==> src/rtl/wfm_pkg.sv <==
// wfm_pkg: shared types and constants of the wildcard flow match block
// word layouts, wildcard bit positions, request codes and sequencer states
// no dependencies
package wfm_pkg;

    localparam int unsigned WORD_W          = 64;
    localparam int unsigned WORDS_PER_ENTRY = 5;
    localparam int unsigned KEY_WORDS       = 4;
    localparam int unsigned WC_W            = 22;
    localparam int unsigned IDX_W           = 6;
    localparam int unsigned SEL_W           = 3;

    localparam logic [WC_W-1:0] WC_FULL       = 22'h3F_FFFF;
    localparam logic [15:0]     TPID_VLAN     = 16'h8100;
    localparam logic [15:0]     TCI_VID_MASK  = 16'h0FFF;
    localparam logic [15:0]     TCI_PCP_MASK  = 16'hE000;
    localparam int unsigned     TCI_PCP_SHIFT = 13;

    // wildcard bit positions
    localparam int unsigned WB_IN_PORT     = 0;
    localparam int unsigned WB_DL_VLAN     = 1;
    localparam int unsigned WB_DL_SRC      = 2;
    localparam int unsigned WB_DL_DST      = 3;
    localparam int unsigned WB_DL_TYPE     = 4;
    localparam int unsigned WB_NW_PROTO    = 5;
    localparam int unsigned WB_TP_SRC      = 6;
    localparam int unsigned WB_TP_DST      = 7;
    localparam int unsigned WB_NW_SRC_ALL  = 13;
    localparam int unsigned WB_NW_DST_ALL  = 19;
    localparam int unsigned WB_DL_VLAN_PCP = 20;

    // word indexes
    localparam int unsigned W_PORT_DST = 0;
    localparam int unsigned W_TYPE_SRC = 1;
    localparam int unsigned W_IP       = 2;
    localparam int unsigned W_L4_VLAN  = 3;
    localparam int unsigned W_WILD     = 4;

    // presence flags in word 3
    localparam int unsigned B_L3_PRESENT = 56;
    localparam int unsigned B_L4_PRESENT = 57;

    typedef logic [WORDS_PER_ENTRY-1:0][WORD_W-1:0] t_entry;
    typedef logic [KEY_WORDS-1:0][WORD_W-1:0]       t_key;

    typedef enum logic [1:0] {
        REQ_ENTRY_WR = 2'd0,
        REQ_KEY_WR   = 2'd1,
        REQ_LOOKUP   = 2'd2,
        REQ_NONE     = 2'd3
    } t_req;

    typedef enum logic {
        ST_IDLE,
        ST_SCAN
    } t_state;

endpackage

==> src/rtl/wfm_cmp.sv <==
// wfm_cmp: compare unit, checks one table entry against the packet key
// layer 2, layer 3 and layer 4 checks with wildcard accumulation
// depends on wfm_pkg
module wfm_cmp (
    input  wfm_pkg::t_entry i_entry,
    input  wfm_pkg::t_key   i_key,
    output logic            o_match
);

    logic [wfm_pkg::WC_W-1:0] wc;
    logic [wfm_pkg::WC_W-1:0] wc_l2;
    logic [wfm_pkg::WC_W-1:0] wc_l3;
    logic [wfm_pkg::WC_W-1:0] wc_l4;
    logic [15:0]              ktype;
    logic [15:0]              ktci;
    logic [15:0]              etci;
    logic                     vlan_key;
    logic                     fail_l2;
    logic                     fail_l3;
    logic                     fail_l4;
    logic                     l3_present;
    logic                     l4_present;

    always_comb begin
        wc       = i_entry[wfm_pkg::W_WILD][wfm_pkg::WC_W-1:0];
        ktype    = i_key[wfm_pkg::W_TYPE_SRC][15:0];
        ktci     = i_key[wfm_pkg::W_L4_VLAN][47:32];
        etci     = i_entry[wfm_pkg::W_L4_VLAN][47:32];
        vlan_key = (ktype == wfm_pkg::TPID_VLAN);
        l3_present = i_key[wfm_pkg::W_L4_VLAN][wfm_pkg::B_L3_PRESENT];
        l4_present = i_key[wfm_pkg::W_L4_VLAN][wfm_pkg::B_L4_PRESENT];

        fail_l2 =
            (!wc[wfm_pkg::WB_IN_PORT] &&
             (i_entry[wfm_pkg::W_PORT_DST][15:0] != i_key[wfm_pkg::W_PORT_DST][15:0])) ||
            (vlan_key && !wc[wfm_pkg::WB_DL_VLAN] &&
             ((ktci & wfm_pkg::TCI_VID_MASK) != (etci & wfm_pkg::TCI_VID_MASK))) ||
            (vlan_key && !wc[wfm_pkg::WB_DL_VLAN_PCP] &&
             (((ktci & wfm_pkg::TCI_PCP_MASK) >> wfm_pkg::TCI_PCP_SHIFT) !=
              ((etci & wfm_pkg::TCI_PCP_MASK) >> wfm_pkg::TCI_PCP_SHIFT))) ||
            (!wc[wfm_pkg::WB_DL_DST] &&
             (i_entry[wfm_pkg::W_PORT_DST][63:16] != i_key[wfm_pkg::W_PORT_DST][63:16])) ||
            (!wc[wfm_pkg::WB_DL_SRC] &&
             (i_entry[wfm_pkg::W_TYPE_SRC][63:16] != i_key[wfm_pkg::W_TYPE_SRC][63:16])) ||
            (!wc[wfm_pkg::WB_DL_TYPE] &&
             (i_entry[wfm_pkg::W_TYPE_SRC][15:0] != ktype));

        wc_l2 = wc;
        wc_l2[wfm_pkg::WB_IN_PORT] = 1'b1;
        wc_l2[wfm_pkg::WB_DL_DST]  = 1'b1;
        wc_l2[wfm_pkg::WB_DL_SRC]  = 1'b1;
        wc_l2[wfm_pkg::WB_DL_TYPE] = 1'b1;
        if (vlan_key) begin
            wc_l2[wfm_pkg::WB_DL_VLAN]     = 1'b1;
            wc_l2[wfm_pkg::WB_DL_VLAN_PCP] = 1'b1;
        end

        fail_l3 =
            (!wc[wfm_pkg::WB_NW_PROTO] &&
             (i_entry[wfm_pkg::W_L4_VLAN][55:48] != i_key[wfm_pkg::W_L4_VLAN][55:48])) ||
            (!wc[wfm_pkg::WB_NW_DST_ALL] &&
             (i_entry[wfm_pkg::W_IP][63:32] != i_key[wfm_pkg::W_IP][63:32])) ||
            (!wc[wfm_pkg::WB_NW_SRC_ALL] &&
             (i_entry[wfm_pkg::W_IP][31:0] != i_key[wfm_pkg::W_IP][31:0]));

        wc_l3 = wc_l2;
        wc_l3[wfm_pkg::WB_NW_PROTO]   = 1'b1;
        wc_l3[wfm_pkg::WB_NW_DST_ALL] = 1'b1;
        wc_l3[wfm_pkg::WB_NW_SRC_ALL] = 1'b1;

        fail_l4 =
            (!wc[wfm_pkg::WB_TP_DST] &&
             (i_entry[wfm_pkg::W_L4_VLAN][31:16] != i_key[wfm_pkg::W_L4_VLAN][31:16])) ||
            (!wc[wfm_pkg::WB_TP_SRC] &&
             (i_entry[wfm_pkg::W_L4_VLAN][15:0] != i_key[wfm_pkg::W_L4_VLAN][15:0]));

        wc_l4 = wc_l3;
        wc_l4[wfm_pkg::WB_TP_DST] = 1'b1;
        wc_l4[wfm_pkg::WB_TP_SRC] = 1'b1;

        if (wc == '0) begin
            o_match = 1'b0;
        end else if (wc == wfm_pkg::WC_FULL) begin
            o_match = 1'b1;
        end else if (fail_l2) begin
            o_match = 1'b0;
        end else if (wc_l2 == wfm_pkg::WC_FULL) begin
            o_match = 1'b1;
        end else if (!l3_present || fail_l3) begin
            o_match = 1'b0;
        end else if (wc_l3 == wfm_pkg::WC_FULL) begin
            o_match = 1'b1;
        end else if (!l4_present || fail_l4) begin
            o_match = 1'b0;
        end else begin
            o_match = (wc_l4 == wfm_pkg::WC_FULL);
        end
    end

endmodule

==> config.mk <==
export PLATFORM = sky130hd
export DESIGN_NAME = wfm_cmp
export DESIGN_NICKNAME = d
export VERILOG_FILES = /design/src/rtl/wfm_pkg.sv /design/src/rtl/wfm_cmp.sv
export SDC_FILE = /design/constraint.sdc
export NUM_CORES = 1
export LEC_CHECK = 0
export BUFFER_PORTS_ARGS = -buffer_cell sky130_fd_sc_hd__buf_2
export CAP_MARGIN = 20
export CORE_AREA = 3 3 222 224
export DETAILED_ROUTE_END_ITERATION = 7
export DIE_AREA = 0 0 225 227
export PLACE_DENSITY_LB_ADDON = 0.25
export SLEW_MARGIN = 20
export SYNTH_ARGS = -nofsm -noshare
export SYNTH_HDL_FRONTEND = slang
export SYNTH_SLANG_ARGS = --single-unit
==> constraint.sdc <==
create_clock -name vclk -period 1.8
set_input_delay 0.18 -clock vclk [all_inputs]
set_output_delay 0.18 -clock vclk [all_outputs]
set_load 0.005 [all_outputs]
==> out/qor.txt <==
Fin crit period -> 2.340 ns
Clock power share -> 0%
Cell Area, Placed -> 0.006471 sq mm
Power per cell area -> 206.5 mW/mm^2
# DRC -> 0
Slowest-stage cell, CP -> or4_4
Critical-path cell list -> buf_6 > xnor2_2 > buf_4 > nand4_1 > buf_4 > nor4_2 > buf_4 > o221ai_2 > or4_4 > a2111oi_4 > buf_2
Mean post-synth cell area -> 8.057 sq um
DP Worst Slack -> -0.9598 ns
Relative slew slack -> 71.90%
Reg power frac -> 0%
Clkbuf count -> 0
Mapped Cells -> 348
Synth area leader -> xnor2_1
Tcrit/Tclk final -> 130.0%
Part of the Yosys area used for sequential elements -> 0%
Drt wl/cell -> 14.67 um
NetSw -> 564.9 uW
Layout overhead on the synthesized area -> 136.9%
P_leak -> 3.084 nW
CP Launch Point -> i_entry[212]
Internal power component -> 807.1 uW
Vias in the first global route -> 5,003
Total of warnings raised by yosys -> 0
First-pass GRT wire length -> 29,080 um
Crit path largest cell delay -> 0.43 ns
Setup-failing EPs final -> 1
Netlist cell types -> 15
Share of cells above drive strength 1 -> 63.51%
Max-Cap Viols -> 0
Outcome -> complete, but fails checks
Mapped Area -> 0.002804 sq mm
Peak supply drop -> 0.06419 mV
Placer Congestion -> 0.7910
Fmax -> 427.3 MHz
Worst EP arrival -> 2.16 ns
Die W -> 225 um
Switching Fraction -> 41.17%
Unrepaired setup endpoints after global routing -> yes
Post-CTS Repair Setup Buffers -> 0
Reg area -> 0 sq um
1st-pass router iterations -> 4
Final count of hold timing violations -> 0
Final WS setup -> -0.5401 ns
Routed wire length -> 22,370 um
Number of hold buffers added after cts -> 0
Part of the power in combinational logic -> 100.0%
Antenna Violating Nets Remaining -> 0
Cell Rows -> 80
CP Buf/Inv Count -> 5
Die Area -> 0.05108 sq mm
Worst slew pin tran -> 0.4177 ns
Tot GR Track Use -> 7.778%
Data required, critical path -> 1.62 ns
WP depth -> 11
Top-area cell type share of the netlist area -> 46.23%
DRT iter0 DRCs -> 48
Number of port buffers -> 519
Cell mode on critical path -> buf_4
Initial core utilization -> 5.897%
Total Power -> 1.372 mW
Slew Viols, Final -> 0
Vias per cell -> 3.053
Synth top cells by count -> xnor2_1, xor2_1, nand4_1
CP endpoint kind -> output pin
Core area -> 0.04755 sq mm
Pin count of the biggest net entering global routing -> 3
Total gr overflow -> 0
HP Class -> in -> out
Nature of the critical path startpoint -> primary input
Net Count, Synth -> 924
Ports -> 577
Dominant cells by area after synthesis -> xnor2_1, xor2_1, nand4_1
Post-route cell area -> 0.006643 sq mm
Hold path start -> i_entry[261]
Max FO, Critical Path -> 1
Final #Nets -> 1,485
Die Ht -> 227 um
Most numerous cell in the Yosys netlist -> xnor2_1
Vias -> 4,656
Crit Path Class -> in -> out
Failing checks -> negative setup slack
CP delay by family, top -> simple AND/OR/NAND/NOR gates
Seq Cell Count -> 0
Initial antenna violation count -> 7
Post-DP HPWL -> 21,570 um
End of the critical path -> o_match
[cells by family (layout without fill, tap and decap cells)]
group,after synthesis,after routing,synth area share (%)
other cells,0,3,0
buf+inv,0,559,0
xor+xnor,247,247,77.15
compound gates,8,8,2.231
simple gates,93,93,20.62
[tightest hold or removal path, delay by kind of cell]
kind / cells / cell delay (ns)
buf+inv: 2 / 0.25
compound gates: 1 / 0.08
simple gates: 1 / 0.11
[routing by layer]
metal / GRT usage, % / vias up / share of wire (%)
met5: 0 / - / 0.058
met4: 1.046 / 2 / 1.7
met3: 1.883 / 20 / 10
met2: 16.56 / 332 / 55
met1: 7.637 / 1942 / 33
li1: - / 2360 / -
[what timing repair did]
item                       CTS  global route
setup endpoints to repair    1             1
gates resized for setup     20             3
pin swaps                   10             1
[through the flow]
stage                     utilization (%)  hold slack (ns)  cells  TNS [ns]
after floorplan                         -           0.4895    348         0
after global placement              13.61           0.7632   1522   -0.9113
after detailed placement            13.61           0.7724   1522   -0.9598
after CTS                           13.92           0.8151   1522   -0.6498
after global routing                13.96           0.8246   1522   -0.6673
final                               13.97           0.7919   1525   -0.5401
[cell type report]
cell class	count	area, sq um
tap	615	769.5
timing repair buffer	559	2917
multi-input combinational	348	2949
fill	5521	40900
antenna	3	7.507
[power by group through the flow]
| stage | clock, mW | combinational (mW) | sequential, mW |
|---|---|---|---|
| 2_1_floorplan | 0 | 0.480 | 0 |
| 3_3_place_gp | 0 | 1.35 | 0 |
| 3_5_place_dp | 0 | 1.36 | 0 |
| 4_1_cts | 0 | 1.41 | 0 |
| 5_1_grt | 0 | 1.51 | 0 |
| 6_report | 0.000000224 | 1.37 | 0 |
[cell usage in the layout (no fill, tap or decap), types with 2 or more instances in the layout]
| master | instances |
|---|---|
| xnor2_4 | 2 |
| nor4b_1 | 2 |
| o22ai_2 | 2 |
| nand4_1 | 47 |
| nor3_1 | 2 |
| a21oi_1 | 2 |
| xnor2_2 | 2 |
| nor4_1 | 29 |
| diode_2 | 3 |
| nor2_1 | 2 |
| nor4_2 | 6 |
| xor2_1 | 99 |
| buf_2 | 516 |
| buf_6 | 3 |
| xnor2_1 | 144 |
| buf_4 | 40 |
[worst min path at each step]
| stage | slack [ns] | end | cells past startpoint |
|---|---|---|---|
| 2_1_floorplan | 0.49 | o_match | 2 |
| 3_3_place_gp | 0.76 | o_match | 4 |
| 3_5_place_dp | 0.77 | o_match | 4 |
| 4_1_cts | 0.82 | o_match | 4 |
| 5_1_grt | 0.82 | o_match | 4 |
| 6_report | 0.79 | o_match | 4 |
Power figures use the tool's default switching activity.
